`config.mk`:
```
export PLATFORM = sky130hd
export DESIGN_NAME = source_char_tokenizer_flat
export DESIGN_NICKNAME = d
export VERILOG_FILES = /design/src/hdl/stc_pkg.sv /design/src/hdl/stc_stream_if.sv /design/src/hdl/stc_scan_core.sv /design/src/hdl/stc_result_queue.sv /design/src/hdl/source_char_tokenizer.sv /design/src/flat_wrapper.sv
export SDC_FILE = /design/constraint.sdc
export NUM_CORES = 1
export LEC_CHECK = 0
export BUFFER_PORTS_ARGS = -buffer_cell sky130_fd_sc_hd__buf_2
export CORE_ASPECT_RATIO = 1.25
export CORE_MARGIN = 4
export CORE_UTILIZATION = 35
export DETAILED_ROUTE_END_ITERATION = 6
export GPL_TIMING_DRIVEN = 0
export HOLD_SLACK_MARGIN = 0.08
export RECOVER_POWER = 25
export SLEW_MARGIN = 40
export SYNTH_ARGS = -nofsm -noshare
export SYNTH_HDL_FRONTEND = slang
export SYNTH_SLANG_ARGS = --single-unit
```
`constraint.sdc`:
```
create_clock -name clk -period 8.3 [get_ports clk]
set_input_delay 0 -clock clk [delete_from_list [all_inputs] [get_ports clk]]
set_output_delay 0 -clock clk [all_outputs]
set_load 0.005 [all_outputs]
```
`src/hdl/stc_pkg.sv`:
```
// shared types, constants and character classes for the source tokenizer
`timescale 1ns / 1ps

package stc_pkg;

    localparam logic [2:0] KIND_IDENT     = 3'd0;
    localparam logic [2:0] KIND_NUMBER    = 3'd1;
    localparam logic [2:0] KIND_OPERATOR  = 3'd2;
    localparam logic [2:0] KIND_DELIMITER = 3'd3;
    localparam logic [2:0] KIND_NEWLINE   = 3'd4;

    localparam logic [7:0] CHAR_NEWLINE = 8'h0A;
    localparam logic [7:0] CHAR_DOT     = 8'h2E;
    localparam logic [7:0] CHAR_COLON   = 8'h3A;
    localparam logic [7:0] CHAR_PLUS    = 8'h2B;
    localparam logic [7:0] CHAR_EQUAL   = 8'h3D;

    typedef enum logic [2:0] {
        MODE_IDLE   = 3'b001,
        MODE_IDENT  = 3'b010,
        MODE_NUMBER = 3'b100
    } scan_mode_t;

    typedef struct packed {
        logic [2:0]  token_kind;
        logic [15:0] start_position;
        logic [15:0] token_length;
        logic [15:0] line_number;
        logic [15:0] column_number;
        logic [7:0]  token_char;
        logic        last_of_run;
    } result_t;

    typedef struct packed {
        logic [1:0] count;
        result_t    first;
        result_t    second;
    } push_t;

    function automatic logic [15:0] clamp16(input logic [31:0] v);
        return (|v[31:16]) ? 16'hFFFF : v[15:0];
    endfunction

    function automatic logic is_letter(input logic [7:0] c);
        return (c >= 8'h41 && c <= 8'h5A) || (c >= 8'h61 && c <= 8'h7A);
    endfunction

    function automatic logic is_digit(input logic [7:0] c);
        return c >= 8'h30 && c <= 8'h39;
    endfunction

    function automatic logic is_op(input logic [7:0] c);
        return c == CHAR_PLUS || c == 8'h2D || c == 8'h2A || c == 8'h2F ||
               c == 8'h25 || c == 8'h24 || c == 8'h40 || c == CHAR_COLON;
    endfunction

    function automatic logic is_delim(input logic [7:0] c);
        return c == 8'h28 || c == 8'h29 || c == 8'h7B || c == 8'h7D ||
               c == 8'h5B || c == 8'h5D || c == 8'h3C || c == 8'h3E ||
               c == 8'h2C || c == 8'h3B || c == CHAR_DOT || c == CHAR_EQUAL;
    endfunction

endpackage

```
`src/hdl/stc_stream_if.sv`:
```
// valid/ready channel interfaces for characters in and tokens out
`timescale 1ns / 1ps

interface stc_char_if;
    logic       valid;
    logic       ready;
    logic [7:0] character;
    logic       end_of_text;

    modport source (output valid, output character, output end_of_text, input ready);
    modport sink (input valid, input character, input end_of_text, output ready);
endinterface

interface stc_token_if;
    logic        valid;
    logic        ready;
    logic [2:0]  token_kind;
    logic [15:0] start_position;
    logic [15:0] token_length;
    logic [15:0] line_number;
    logic [15:0] column_number;
    logic [7:0]  token_char;
    logic        last_of_run;

    modport source (output valid, output token_kind, output start_position,
                    output token_length, output line_number, output column_number,
                    output token_char, output last_of_run, input ready);
    modport sink (input valid, input token_kind, input start_position,
                  input token_length, input line_number, input column_number,
                  input token_char, input last_of_run, output ready);
endinterface

```
`src/hdl/stc_scan_core.sv`:
```
// scanner state, character classification and token formation
`timescale 1ns / 1ps

module stc_scan_core #(
    parameter int COUNTER_WIDTH = 16
) (
    input  logic           clk,
    input  logic           rst_n,
    input  logic           step,
    input  logic [7:0]     character,
    input  logic           end_of_text,
    output stc_pkg::push_t push
);

    localparam logic [COUNTER_WIDTH-1:0] CNT_ONE = COUNTER_WIDTH'(1);

    function automatic logic [COUNTER_WIDTH-1:0] sat_inc(input logic [COUNTER_WIDTH-1:0] v);
        return (&v) ? v : v + CNT_ONE;
    endfunction

    stc_pkg::scan_mode_t     mode_reg, mode_next;
    logic [COUNTER_WIDTH-1:0] run_start_reg, run_start_next;
    logic [COUNTER_WIDTH-1:0] run_column_reg, run_column_next;
    logic [COUNTER_WIDTH-1:0] run_line_reg, run_line_next;
    logic [COUNTER_WIDTH-1:0] run_length_reg, run_length_next;
    logic [COUNTER_WIDTH-1:0] position_reg, position_next;
    logic [COUNTER_WIDTH-1:0] line_reg, line_next;
    logic [COUNTER_WIDTH-1:0] column_reg, column_next;

    logic letter, digit, keeps, closing, fresh, single;
    stc_pkg::result_t res_a, res_b;

    assign letter = stc_pkg::is_letter(character);
    assign digit  = stc_pkg::is_digit(character);

    always_comb
    begin
        keeps = 1'b0;
        if (!end_of_text)
        begin
            case (mode_reg)
                stc_pkg::MODE_IDENT:  keeps = letter || digit;
                stc_pkg::MODE_NUMBER: keeps = digit || character == stc_pkg::CHAR_DOT;
                default:              keeps = 1'b0;
            endcase
        end
    end

    assign closing = !keeps && mode_reg != stc_pkg::MODE_IDLE;
    assign fresh   = !end_of_text && !keeps;
    assign single  = fresh && (character == stc_pkg::CHAR_NEWLINE ||
                               stc_pkg::is_op(character) || stc_pkg::is_delim(character));

    always_comb
    begin
        res_a.token_kind     = (mode_reg == stc_pkg::MODE_IDENT) ? stc_pkg::KIND_IDENT
                                                                 : stc_pkg::KIND_NUMBER;
        res_a.start_position = stc_pkg::clamp16(32'(run_start_reg));
        res_a.token_length   = stc_pkg::clamp16(32'(run_length_reg));
        res_a.line_number    = stc_pkg::clamp16(32'(run_line_reg));
        res_a.column_number  = stc_pkg::clamp16(32'(run_column_reg));
        res_a.token_char     = 8'd0;
        res_a.last_of_run    = !single;

        // operator reading of colon wins over delimiter
        if (character == stc_pkg::CHAR_NEWLINE)
            res_b.token_kind = stc_pkg::KIND_NEWLINE;
        else if (stc_pkg::is_op(character))
            res_b.token_kind = stc_pkg::KIND_OPERATOR;
        else
            res_b.token_kind = stc_pkg::KIND_DELIMITER;
        res_b.start_position = stc_pkg::clamp16(32'(position_reg));
        res_b.token_length   = 16'd1;
        res_b.line_number    = stc_pkg::clamp16(32'(line_reg));
        res_b.column_number  = stc_pkg::clamp16(32'(column_reg));
        res_b.token_char     = character;
        res_b.last_of_run    = 1'b1;

        push.count  = 2'(closing) + 2'(single);
        push.first  = closing ? res_a : res_b;
        push.second = res_b;
    end

    always_comb
    begin
        mode_next       = mode_reg;
        run_start_next  = run_start_reg;
        run_column_next = run_column_reg;
        run_line_next   = run_line_reg;
        run_length_next = run_length_reg;
        position_next   = position_reg;
        line_next       = line_reg;
        column_next     = column_reg;
        if (step)
        begin
            if (end_of_text)
            begin
                mode_next = stc_pkg::MODE_IDLE;
            end
            else if (keeps)
            begin
                run_length_next = sat_inc(run_length_reg);
                position_next   = sat_inc(position_reg);
                column_next     = sat_inc(column_reg);
            end
            else
            begin
                mode_next     = stc_pkg::MODE_IDLE;
                position_next = sat_inc(position_reg);
                if (character == stc_pkg::CHAR_NEWLINE)
                begin
                    line_next   = sat_inc(line_reg);
                    column_next = CNT_ONE;
                end
                else
                begin
                    column_next = sat_inc(column_reg);
                    if (letter || digit)
                    begin
                        mode_next       = letter ? stc_pkg::MODE_IDENT : stc_pkg::MODE_NUMBER;
                        run_start_next  = position_reg;
                        run_column_next = column_reg;
                        run_line_next   = line_reg;
                        run_length_next = CNT_ONE;
                    end
                end
            end
        end
    end

    always_ff @(posedge clk or negedge rst_n)
    begin
        if (!rst_n)
        begin
            mode_reg       <= stc_pkg::MODE_IDLE;
            run_start_reg  <= '0;
            run_column_reg <= CNT_ONE;
            run_line_reg   <= CNT_ONE;
            run_length_reg <= CNT_ONE;
            position_reg   <= '0;
            line_reg       <= CNT_ONE;
            column_reg     <= CNT_ONE;
        end
        else
        begin
            mode_reg       <= mode_next;
            run_start_reg  <= run_start_next;
            run_column_reg <= run_column_next;
            run_line_reg   <= run_line_next;
            run_length_reg <= run_length_next;
            position_reg   <= position_next;
            line_reg       <= line_next;
            column_reg     <= column_next;
        end
    end

    a_eot_closes: assert property (@(posedge clk) disable iff (!rst_n)
        step && end_of_text |=> mode_reg == stc_pkg::MODE_IDLE)
        else $error("end of text left a run open");

    a_two_starts_with_run: assert property (@(posedge clk) disable iff (!rst_n)
        push.count == 2'd2 |-> (push.first.token_kind == stc_pkg::KIND_IDENT ||
                                push.first.token_kind == stc_pkg::KIND_NUMBER))
        else $error("pair of results does not start with a run token");

    a_line_monotonic: assert property (@(posedge clk) disable iff (!rst_n)
        step |=> line_reg >= $past(line_reg))
        else $error("line counter went backward");

endmodule

```
`src/hdl/stc_result_queue.sv`:
```
// two-entry result queue that takes up to two results per cycle
`timescale 1ns / 1ps

module stc_result_queue (
    input  logic              clk,
    input  logic              rst_n,
    input  logic              push_en,
    input  stc_pkg::push_t    push,
    output logic [1:0]        space,
    output logic              head_valid,
    output stc_pkg::result_t  head,
    input  logic              pop
);

    stc_pkg::result_t slot_reg [2];
    stc_pkg::result_t slot_next [2];
    logic [1:0]       count_reg, count_next;
    logic [1:0]       kept;

    assign head_valid = count_reg != 2'd0;
    assign head       = slot_reg[0];
    assign space      = 2'd2 - count_reg + 2'(pop && head_valid);

    always_comb
    begin
        slot_next[0] = slot_reg[0];
        slot_next[1] = slot_reg[1];
        kept         = count_reg;
        if (pop && head_valid)
        begin
            slot_next[0] = slot_reg[1];
            kept         = count_reg - 2'd1;
        end
        count_next = kept;
        if (push_en && push.count != 2'd0)
        begin
            slot_next[kept[0]] = push.first;
            if (push.count == 2'd2)
                slot_next[1] = push.second;
            count_next = kept + push.count;
        end
    end

    always_ff @(posedge clk or negedge rst_n)
    begin
        if (!rst_n)
            count_reg <= 2'd0;
        else
            count_reg <= count_next;
    end

    always_ff @(posedge clk)
    begin
        slot_reg[0] <= slot_next[0];
        slot_reg[1] <= slot_next[1];
    end

endmodule

```
`src/hdl/source_char_tokenizer.sv`:
```
// top level of the streaming source tokenizer
// a character request is first held in the input register; once the queue has space, its results
//   are written into the result queue, whose head drives the token output
// throughput: one character per cycle while the result queue has space; a character
//   that closes a run and makes a single-character token queues a second result
// the two-entry result queue sets when a character can leave the input register
// reset: run closed, position 0, line and column 1, queue and input register empty
`timescale 1ns / 1ps

module source_char_tokenizer #(
    parameter int COUNTER_WIDTH = 16
) (
    input  logic        clk,
    input  logic        rst_n,
    stc_char_if.sink    char_in,
    stc_token_if.source token_out
);

    logic             in_valid_reg;
    logic [7:0]       char_reg;
    logic             eot_reg;
    logic             step;
    logic [1:0]       space;
    logic             head_valid;
    logic             pop;
    stc_pkg::push_t   push;
    stc_pkg::result_t head;

    assign step          = in_valid_reg && push.count <= space;
    assign char_in.ready = !in_valid_reg || step;
    assign pop           = token_out.ready;

    always_ff @(posedge clk or negedge rst_n)
    begin
        if (!rst_n)
            in_valid_reg <= 1'b0;
        else if (char_in.ready)
            in_valid_reg <= char_in.valid;
    end

    always_ff @(posedge clk)
    begin
        if (char_in.ready && char_in.valid)
        begin
            char_reg <= char_in.character;
            eot_reg  <= char_in.end_of_text;
        end
    end

    stc_scan_core #(
        .COUNTER_WIDTH(COUNTER_WIDTH)
    ) u_core (
        .clk         (clk),
        .rst_n       (rst_n),
        .step        (step),
        .character   (char_reg),
        .end_of_text (eot_reg),
        .push        (push)
    );

    stc_result_queue u_queue (
        .clk        (clk),
        .rst_n      (rst_n),
        .push_en    (step),
        .push       (push),
        .space      (space),
        .head_valid (head_valid),
        .head       (head),
        .pop        (pop)
    );

    assign token_out.valid          = head_valid;
    assign token_out.token_kind     = head.token_kind;
    assign token_out.start_position = head.start_position;
    assign token_out.token_length   = head.token_length;
    assign token_out.line_number    = head.line_number;
    assign token_out.column_number  = head.column_number;
    assign token_out.token_char     = head.token_char;
    assign token_out.last_of_run    = head.last_of_run;

    a_pair_stays: assert property (@(posedge clk) disable iff (!rst_n)
        token_out.valid && token_out.ready && !token_out.last_of_run |=> token_out.valid)
        else $error("second result of a request missing");

    a_held_input: assert property (@(posedge clk) disable iff (!rst_n)
        in_valid_reg && !step |=> in_valid_reg && $stable(char_reg) && $stable(eot_reg))
        else $error("stalled character lost");

    a_no_empty_push: assert property (@(posedge clk) disable iff (!rst_n)
        step && push.count != 2'd0 |=> token_out.valid)
        else $error("token request not queued");

endmodule

```
`src/flat_wrapper.sv`:
```
// flat-port wrapper written by rule: the top's interface ports become plain ports
module source_char_tokenizer_flat 
#(
    parameter int COUNTER_WIDTH = 16
)
  (clk, rst_n, char_in_valid, char_in_character, char_in_end_of_text, char_in_ready, token_out_valid, token_out_token_kind, token_out_start_position, token_out_token_length, token_out_line_number, token_out_column_number, token_out_token_char, token_out_last_of_run, token_out_ready);
  stc_char_if char_in_i ();
  stc_token_if token_out_i ();
  input  logic clk;
  input  logic rst_n;
  input wire logic [$bits(char_in_i.valid)-1:0] char_in_valid;
  input wire logic [$bits(char_in_i.character)-1:0] char_in_character;
  input wire logic [$bits(char_in_i.end_of_text)-1:0] char_in_end_of_text;
  output wire logic [$bits(char_in_i.ready)-1:0] char_in_ready;
  output wire logic [$bits(token_out_i.valid)-1:0] token_out_valid;
  output wire logic [$bits(token_out_i.token_kind)-1:0] token_out_token_kind;
  output wire logic [$bits(token_out_i.start_position)-1:0] token_out_start_position;
  output wire logic [$bits(token_out_i.token_length)-1:0] token_out_token_length;
  output wire logic [$bits(token_out_i.line_number)-1:0] token_out_line_number;
  output wire logic [$bits(token_out_i.column_number)-1:0] token_out_column_number;
  output wire logic [$bits(token_out_i.token_char)-1:0] token_out_token_char;
  output wire logic [$bits(token_out_i.last_of_run)-1:0] token_out_last_of_run;
  input wire logic [$bits(token_out_i.ready)-1:0] token_out_ready;
  assign char_in_i.valid = char_in_valid;
  assign char_in_i.character = char_in_character;
  assign char_in_i.end_of_text = char_in_end_of_text;
  assign char_in_ready = char_in_i.ready;
  assign token_out_valid = token_out_i.valid;
  assign token_out_token_kind = token_out_i.token_kind;
  assign token_out_start_position = token_out_i.start_position;
  assign token_out_token_length = token_out_i.token_length;
  assign token_out_line_number = token_out_i.line_number;
  assign token_out_column_number = token_out_i.column_number;
  assign token_out_token_char = token_out_i.token_char;
  assign token_out_last_of_run = token_out_i.last_of_run;
  assign token_out_i.ready = token_out_ready;
  source_char_tokenizer #(.COUNTER_WIDTH(COUNTER_WIDTH)) u_core (.clk(clk), .rst_n(rst_n), .char_in(char_in_i), .token_out(token_out_i));
endmodule
```
==> flow_summary_export.csv, run 1 <==
group,metric,value,unit
clock_tree,numCtsBuffers,30,
worst_setup_path,crit_family,"buffers and inverters",
timing,hold_viol,0,
grt,grt_max_degree,70,
clock_tree,clockRootBuffer,"clkbuf_16",
clock_tree,clockBufferDepth,3,
worst_setup_path,worstPathRequired,8.80,ns
timing,finalSetupViolations,0,
clock_tree,cts_resized,0,
run_status,violations,"capacitance limit, slew limit",
synth,synth_edf_count,85,
worst_setup_path,r2r_slack,2.34,ns
floorplan,pin_count,91,
worst_setup_path,crit_type,"reg2reg",
timing,timing.final.crit_share,0.718,
routing,routed_wl,34400,um
timing,rsz0062_at_grt,"false",
worst_setup_path,cp-start-kind,"flop",
grt,grt_pass1_vias,10300,
clock_tree,cts_max_level,1,
worst_setup_path,crit_fanout,11,
floorplan,coreArea,0.0373,sq mm
routing,first_pass_iters,6,
synth,synth_top_area_frac,0.212,
cells_and_area,layout.nets,1495,
clock_tree,clock_sinks,279,
synth,ys_seq_area_frac,0.533,
grt,antenna_found_initial,0,
worst_setup_path,slowest_stage,"clkbuf_1",
placement,dp_hpwl,24300,um
worst_setup_path,crit_chain,"clkbuf_1 > nor4_1 > nor2b_1 > o21ai_1 > o21a_1 > clkbuf_1 > clkbuf_1 > ha_1 > ha_1 > o22a_1 > nor4_1 > buf_2 > and3_1 > clkbuf_1 > clkbuf_1 > nand2_1 > nand2_1",
placement,port_buffers,90,
routing,via_per_inst,5.14,
clock_tree,insertion_delay,0.56,ns
placement,place_congestion,0.845,
synth,synthTopCellsByCount,"nand2_1, dfrtp_1, a21oi_1, edfxtp_1, dfxtp_1",
run_status,outcome,"finished, violations left",
synth,yosysWarnings,0,
cells_and_area,drive_gt1_frac,0.172,
routing,vias,10200,
timing,relSlewSlack,-1.65,
timing,tightest_slew,3.97,ns
power_and_ir_drop,p_leak,6.71,nW
worst_setup_path,endpoint_kind,"flop",
placement,post-place-ws,2.35,ns
worst_setup_path,cp_num_buf_inv,6,
floorplan,dieArea,0.0409,sq mm
grt,track_usage,0.164,
worst_setup_path,r2r_cells,17,
floorplan,initial_utilization,0.354,
worst_setup_path,cpPeakStageDelay,0.57,ns
routing,drt_iter0_markers,832,
cells_and_area,nFillCells,3672,
timing,maxSlewViolCount,120,
timing,finalCriticalPeriod,5.96,ns
synth,ys_ff_latch,279,
power_and_ir_drop,pwr_density_cell,390,mW/mm^2
power_and_ir_drop,fin_total_pwr,6.05,mW
synth,async_flop_share,0.423,
floorplan,die_w,182,um
routing,drc_errors,0,
synth,syn_area,0.0132,sq mm
timing,layout_setup_ws,2.34,ns
clock_tree,clkTransAtPathRegs,0.06,ns
grt,grt-ovfl-total,0,
floorplan,die_y,225,um
synth,synthTopCellsByArea,"dfrtp_1, edfxtp_1, dfxtp_1",
power_and_ir_drop,vdd.ir_drop.worst,0.000155,V
grt,grt_pass1_wl,55200,um
worst_hold_path,hp-class,"in2reg",
timing,max_freq,0.168,GHz
worst_setup_path,cp.depth,17,
cells_and_area,fin_util,0.417,
cells_and_area,area_delta_synth_final,17.7,%
synth,synth_flop_cell,"dfrtp_1",
clock_tree,cts_tree,"done",
run,maxCapViolCount,2,
timing,fin_skew,0.0118,ns
floorplan,num_rows,79,
cells_and_area,antenna_cells,0,
routing,avgRoutedWirePerCell,17.4,um
synth,synth_area_leader_cell,"dfrtp_1",
synth,netlist_instances,1321,
synth,avgSynthCellArea,9.99,sq um
synth,synth.most_common_cell,"nand2_1",
synth,synthDistinctLibCells,61,
synth,syn_nets,1346,
worst_setup_path,arrival,6.46,ns
worst_setup_path,critPathMostFrequentCell,"clkbuf_1",
routing,ant_nets,0,
worst_hold_path,worstHoldPathCells,2,
## per-stage QoR
step	instances	area [sq um]	hold slack, ns	setup TNS [ns]
2_1_floorplan	1321	13200	-0.296	0
6_report	1980	15500	0.158	0
4_1_cts	1980	15600	0.121	0
3_3_place_gp	1897	14300	0.179	-202.53
3_5_place_dp	1911	14400	-0.0617	0
5_1_grt	1980	15500	0.146	0
## layout make-up
type,count,area [sq um],area share
flip-flops and latches,279,7030,0.453
multi-input cells,851,5170,0.333
clock buffers,49,997,0.0642
plain buffers,168,928,0.0598
repair buffers,117,661,0.0425
well taps,486,608,0.0392
inverters,23,86.3,0.00556
clock inverters,7,38.8,0.00250
## worst paths after layout
kind                                                  from                               end
min                                   char_in_character[7]                u_core.char_reg[7]
min in group asynchronous                            rst_n     u_core.u_core.run_line_reg[5]
max                                     u_core.char_reg[0]     u_core.u_core.run_line_reg[2]
min reg2reg                u_core.u_core.run_column_reg[0]   u_core.u_core.run_column_reg[0]
max reg2reg                             u_core.char_reg[0]     u_core.u_core.run_line_reg[2]
max in group asynchronous                            rst_n  u_core.u_core.run_column_reg[11]
## cell usage in the layout (no fill, tap or decap), drive strengths merged, types with 13 or more instances in the layout
master	Yosys	layout
buf	93	179
nand4	14	14
nand2	262	262
mux2i	54	54
xor2	16	16
edfxtp	85	85
dfxtp	76	76
dfrtp	112	112
a31oi	23	23
inv	23	24
nor3	18	18
o21ai	29	29
a22oi	48	48
nor2	37	37
a22o	49	49
a32o	16	16
a21oi	92	92
xnor2	29	29
clkbuf	75	143
nor4	15	15
nand3	31	31
and2	13	13
## kinds of logic after synthesis
family,count (synthesis),synth area share
mux,57,0.0435
xor+xnor,45,0.0299
fa+ha+maj,12,0.0114
buf+inv,191,0.0768
flops,279,0.533
simple gates,446,0.156
compound gates,291,0.149
## power breakdown
part           switching [mW]  internal (mW)  total, mW
sequential              0.255           1.91       2.17
clock                   0.558          0.819       1.38
combinational            1.52          0.986       2.50
total                    2.33           3.72       6.05
## timing repair
| item | CTS | global route |
|---|---|---|
| endpoints found under the hold margin | 137 | 0 |
| setup buffers | 0 | 0 |
| hold buffers | 13 | 0 |
## routing by layer
layer / vias to the layer above / share of wire / track usage
met5: - / 0 / 0
met4: 0 / 0.024 / 0.0494
met3: 52 / 0.040 / 0.0228
met2: 215 / 0.51 / 0.292
met1: 4977 / 0.43 / 0.208
li1: 4936 / - / -
Power figures use the tool's default switching activity.
==> run 2: changes to the inputs <==
Clock period 8.3 ns to 5.3 ns, I/O delays scaled along.
==> run 2 against run 1 <==
  * Sequential power grew 57%
  * The run still ends with capacitance limit, slew limit left
  * Worst hold slack lost 0.0089 ns
  * Non-clock buffer count shrank 6
  * Clock skew shrank 0.0028 ns
  * Utilization shrank 0.17 points
  * Highest routed layer unchanged
  * Count of clock-buffer cells in the layout shrank 5
  * Power grew 55%
  * Critical path depth is the same
  * Flip-flop and latch count is the same
  * Die area is the same
==> flow_summary_export.csv, run 2 (same netlist as run 1, synthesis figures left out) <==
group,metric,value,unit
routing,vias,10400,
cells_and_area,layout.nets,1488,
clock_tree,numCtsBuffers,29,
grt,track_usage,0.166,
timing,finalSetupViolations,0,
grt,grt_pass1_wl,55600,um
cells_and_area,mostFrequentLayoutCells,"nand2_1, dfrtp_1, buf_2",
worst_setup_path,endpoint_kind,"flop",
timing,maxSlewViolCount,114,
timing,layout_setup_ws,0.310,ns
placement,post-place-ws,-0.697,ns
worst_setup_path,arrival,5.44,ns
routing,via_per_inst,5.26,
cells_and_area,drive_gt1_frac,0.171,
timing,hold_viol,0,
clock_tree,clock_sinks,279,
clock_tree,cts_setup_buffers,0,
timing,max_freq,0.200,GHz
floorplan,dieArea,0.0409,sq mm
run_status,violations,"capacitance limit, slew limit",
floorplan,initial_utilization,0.354,
worst_setup_path,crit_fanout,11,
worst_setup_path,slowest_stage,"or4_1",
clock_tree,clockBufferDepth,3,
power_and_ir_drop,pwr_density_cell,607,mW/mm^2
floorplan,die_y,225,um
clock_tree,clkTransAtPathRegs,0.06,ns
clock_tree,clockRootBuffer,"clkbuf_16",
clock_tree,cts_tree,"done",
grt,antenna_found_initial,0,
placement,port_buffers,90,
cells_and_area,fin_util,0.415,
floorplan,num_rows,79,
run,maxCapViolCount,2,
routing,first_pass_iters,5,
worst_hold_path,hp-class,"in2reg",
grt,grt-ovfl-total,0,
routing,avgRoutedWirePerCell,17.6,um
worst_setup_path,crit_type,"reg2reg",
power_and_ir_drop,p_leak,6.65,nW
placement,dp_hpwl,24400,um
cells_and_area,final_common_cell,"nand2_1",
routing,drc_errors,0,
cells_and_area,finalInstanceArea,0.0155,sq mm
power_and_ir_drop,vdd.ir_drop.worst,0.000239,V
clock_tree,cts_max_level,1,
timing,rsz0062_at_grt,"false",
grt,grt_pass1_vias,10400,
worst_setup_path,r2r_start,"u_core.char_reg[0]",
worst_setup_path,startpoint,"u_core.char_reg[0]",
worst_setup_path,cpPeakStageDelay,0.48,ns
routing,ant_nets,0,
routing,drt_iter0_markers,804,
timing,timing.final.crit_share,0.942,
power_and_ir_drop,fin_total_pwr,9.39,mW
placement,place_congestion,0.846,
grt,grt_max_degree,70,
floorplan,pin_count,91,
worst_setup_path,critPathMostFrequentCell,"buf_2",
floorplan,die_w,182,um
run_status,outcome,"finished, violations left",
worst_setup_path,r2r_slack,0.31,ns
placement,placed_cell_area,0.0144,sq mm
cells_and_area,area_delta_synth_final,17.2,%
cells_and_area,antenna_cells,0,
worst_setup_path,crit_chain,"clkbuf_1 > or4_1 > o21a_1 > a31oi_1 > o21a_1 > clkbuf_2 > clkbuf_2 > ha_1 > ha_1 > o22a_1 > nor4_2 > buf_2 > nand3_1 > buf_2 > buf_2 > nand2_1 > nand2_1",
timing,tightest_slew,3.29,ns
timing,relSlewSlack,-1.19,
timing,finalCriticalPeriod,4.99,ns
timing,fin_skew,0.00899,ns
floorplan,coreArea,0.0373,sq mm
worst_hold_path,min-delay-start,"char_in_character[5]",
worst_setup_path,cp-start-kind,"flop",
routing,routed_wl,34800,um
worst_setup_path,worstPathRequired,5.75,ns
clock_tree,insertion_delay,0.56,ns
## run 2: cell types whose count changed in the layout (fill, tap and decap cells not counted), sizes merged
cell           before  now
clkbuf            143  133
bufinv              0    2
clkinvlp            0    1
buf               179  177
clkdlybuf4s25       0    1
## run 2: report_power, final
| group | total (mW) | switching (mW) | internal (mW) | leakage, nW |
|---|---|---|---|---|
| clock network | 2.02 | 0.852 | 1.16 | 0.446 |
| registers | 3.40 | 0.401 | 3.00 | 3.00 |
| logic | 3.98 | 2.41 | 1.57 | 3.21 |
## run 2: final cells by class
class	count	area (sq um)
Buffer	167	935
Clock buffer	44	822
Clock inverter	10	105
Fill cell	3685	21800
Inverter	23	86.3
Multi-Input combinational cell	851	5200
Sequential cell	279	7030
Tap cell	486	608
Timing Repair Buffer	112	672
## run 2: per-stage QoR
step           TNS, ns  cells  hold slack (ns)
2_1_floorplan        0   1321           -0.296
3_3_place_gp   -225.75   1897            0.178
3_5_place_dp    -41.03   1906          -0.0563
4_1_cts              0   1972            0.125
5_1_grt              0   1972            0.158
6_report             0   1972            0.149
## run 2: path summary, 6_finish.rpt
path / endpoint / depth (start not counted)
max in group asynchronous: u_core.u_core.run_length_reg[8] / 4
worst min-delay path: u_core.char_reg[5] / 2
min in group asynchronous: u_core.u_core.run_column_reg[0] / 3
worst max register to register: u_core.u_core.run_start_reg[7] / 17
worst min register to register: u_core.u_core.run_column_reg[0] / 2
worst max-delay path: u_core.u_core.run_start_reg[7] / 17
## run 2: worst max-delay path: cells and delay by family, from the launching register on
| kind | cells | cell delay, ns |
|---|---|---|
| DFF | 1 | 0.39 |
| adders and majority gates | 2 | 0.61 |
| and+or+nand+nor | 5 | 1.16 |
| buffers and inverters | 6 | 1.76 |
| AOI/OAI and AO/OA | 4 | 0.94 |
## run 2: per-layer routing
metal,up-vias,track usage,share of wire
li1,4929,-,-
met4,0,0.0598,0.031
met5,-,0,0
met1,5102,0.208,0.41
met2,277,0.294,0.51
met3,67,0.0236,0.048
## run 2: timing repair
item | CTS | global route
setup endpoints to repair | 134 | 132
hold endpoints to repair | 137 | 0
hold buffers | 13 | 0
resized for setup | 4 | 12
cloned | 0 | 0
==> run 3: changes to the inputs <==
Settings changed: REMOVE_ABC_BUFFERS set to 1.
==> run 3 against run 2 <==
  * The run still ends with capacitance limit, slew limit left
  * Utilization fell by 0.97 points
  * Sequential power about the same
  * Final cell count shrank 6.7%
  * Critical path depth shrank 3
==> flow_summary_export.csv, run 3 (same netlist as run 1, synthesis figures left out) <==
group,metric,value,unit
worst_setup_path,crit_fanout,31,
routing,ant_nets,0,
placement,dp.cells,1770,
worst_setup_path,cp-start-kind,"flop",
run_status,outcome,"finished, violations left",
cells_and_area,finalInstanceArea,0.0151,sq mm
routing,routed_wl,32300,um
clock_tree,insertion_delay,0.55,ns
floorplan,die_y,225,um
clock_tree,clockBufferDepth,3,
floorplan,initial_utilization,0.354,
floorplan,num_rows,79,
power_and_ir_drop,seqPwrFrac,0.371,
timing,rsz0062_at_grt,"false",
routing,drt_iter0_markers,777,
clock_tree,numCtsBuffers,30,
timing,fin_skew,0.0166,ns
worst_setup_path,crit_type,"reg2reg",
routing,first_pass_iters,5,
routing,avgRoutedWirePerCell,17.6,um
clock_tree,cts_setup_buffers,0,
timing,holdWs,0.180,ns
power_and_ir_drop,p_int,5.66,mW
placement,port_buffers,90,
power_and_ir_drop,p_clk_frac,0.236,
routing,route.met2.wl,15700,um
power_and_ir_drop,vdd.ir_drop.worst,0.000295,V
routing,wl_met1,14300,um
routing,met3_length,1690,um
placement,dp_hpwl,21100,um
timing,hold_viol,0,
power_and_ir_drop,p_sw,3.57,mW
clock_tree,clockRootBuffer,"clkbuf_16",
grt,antenna_found_initial,0,
grt,grt-ovfl-total,0,
floorplan,dieArea,0.0409,sq mm
clock_tree,cts_max_level,1,
cells_and_area,drive_gt1_frac,0.155,
power_and_ir_drop,swShare,0.386,
cells_and_area,mostFrequentLayoutCells,"nand2_1, dfrtp_1, a21oi_1",
cells_and_area,antenna_cells,0,
timing,timing.final.crit_share,0.915,
grt,grt_max_degree,63,
worst_setup_path,arrival,5.32,ns
placement,placed_cell_area,0.0139,sq mm
worst_setup_path,worstPathRequired,5.77,ns
floorplan,coreArea,0.0373,sq mm
cells_and_area,final_common_cell,"nand2_1",
cells_and_area,fin_cells,1840,
cells_and_area,layout.nets,1355,
timing,max_freq,0.206,GHz
power_and_ir_drop,p_comb_frac,0.394,
run,maxCapViolCount,2,
cells_and_area,area_delta_synth_final,14.5,%
placement,post-place-ws,-0.0487,ns
clock_tree,clkTransAtPathRegs,0.06,ns
worst_hold_path,hp-class,"in2reg",
worst_setup_path,endpoint_kind,"flop",
clock_tree,clock_sinks,279,
routing,drc_errors,0,
timing,maxSlewViolCount,120,
cells_and_area,fin_util,0.405,
grt,grt_pass1_vias,9567,
floorplan,pin_count,91,
routing,vias,9721,
run_status,violations,"capacitance limit, slew limit",
clock_tree,cts_tree,"done",
timing,layout_setup_ws,0.452,ns
grt,grt_pass1_wl,52200,um
timing,finalCriticalPeriod,4.85,ns
placement,place_congestion,0.800,
routing,top_layer,"met4",
routing,via_per_inst,5.28,
timing,tightest_slew,3.46,ns
timing,relSlewSlack,-1.31,
grt,track_usage,0.153,
floorplan,die_w,182,um
timing,finalSetupViolations,0,
power_and_ir_drop,p_leak,6.41,nW
power_and_ir_drop,pwr_density_cell,611,mW/mm^2
run 3: through the flow:
| step | TNS (ns) | total power, mW |
|---|---|---|
| 2_1_floorplan | -1901.86 | 5.47 |
| 3_3_place_gp | -4348.74 | 6.81 |
| 3_5_place_dp | -0.134 | 7.11 |
| 5_1_grt | 0 | 9.84 |
| 4_1_cts | 0 | 9.34 |
| 6_report | 0 | 9.23 |
run 3: area by class of cell:
cell class,instances,area (sq um)
fillers,3616,22200
clock inverters,13,126
multi-input cells,851,5300
clock buffers,43,922
repair buffers,145,1020
flip-flops and latches,279,7030
well taps,486,608
inverters,23,91.3
run 3: worst max-delay path, cell delays in order (launching register included):
cell	delay, ns
edfxtp_1	0.57
or4_1	0.59
o21a_1	0.20
a31oi_1	0.20
o21a_4	0.39
buf_16	0.23
ha_2	0.32
ha_1	0.27
nor2b_1	0.15
o22a_1	0.28
nor4_4	0.36
buf_2	0.25
nand4_1	0.30
or4_1	0.52
a21oi_1	0.15
run 3: path summary, 6_finish.rpt:
path	cells after the start	end	start	slack (ns)
setup / recovery	14	u_core.u_core.run_length_reg[13]	u_core.char_reg[2]	0.45
max in group asynchronous	4	u_core.u_core.column_reg[15]	rst_n	1.47
setup reg to reg	14	u_core.u_core.run_length_reg[13]	u_core.char_reg[2]	0.45
min in group asynchronous	4	u_core.u_core.run_line_reg[1]	rst_n	1.75
hold / removal	2	u_core.char_reg[2]	char_in_character[2]	0.18
hold reg to reg	2	u_core.u_queue.slot_reg[0][52]	u_core.u_queue.slot_reg[0][52]	0.47
run 3: what timing repair did:
| action | CTS | global route |
|---|---|---|
| cloned | 0 | 0 |
| resized for setup | 1 | 5 |
| hold buffers | 14 | 0 |
| endpoints found under the hold margin | 146 | 0 |
| endpoints found under the setup margin | 3 | 42 |
run 3: power by group through the flow:
stage	combinational (mW)	sequential, mW	clock [mW]
after global placement	3.32	3.49	0
after floorplan	2.05	3.41	0
final	3.63	3.42	2.18
after CTS	3.69	3.42	2.24
after detailed placement	3.65	3.45	0
after global routing	4.01	3.51	2.32
run 3: routing by layer:
metal  track usage  vias to the layer above
li1              -                     4656
met1         0.211                     4792
met2         0.259                      225
met3        0.0197                       48
met4        0.0363                        0
met5             0                        -
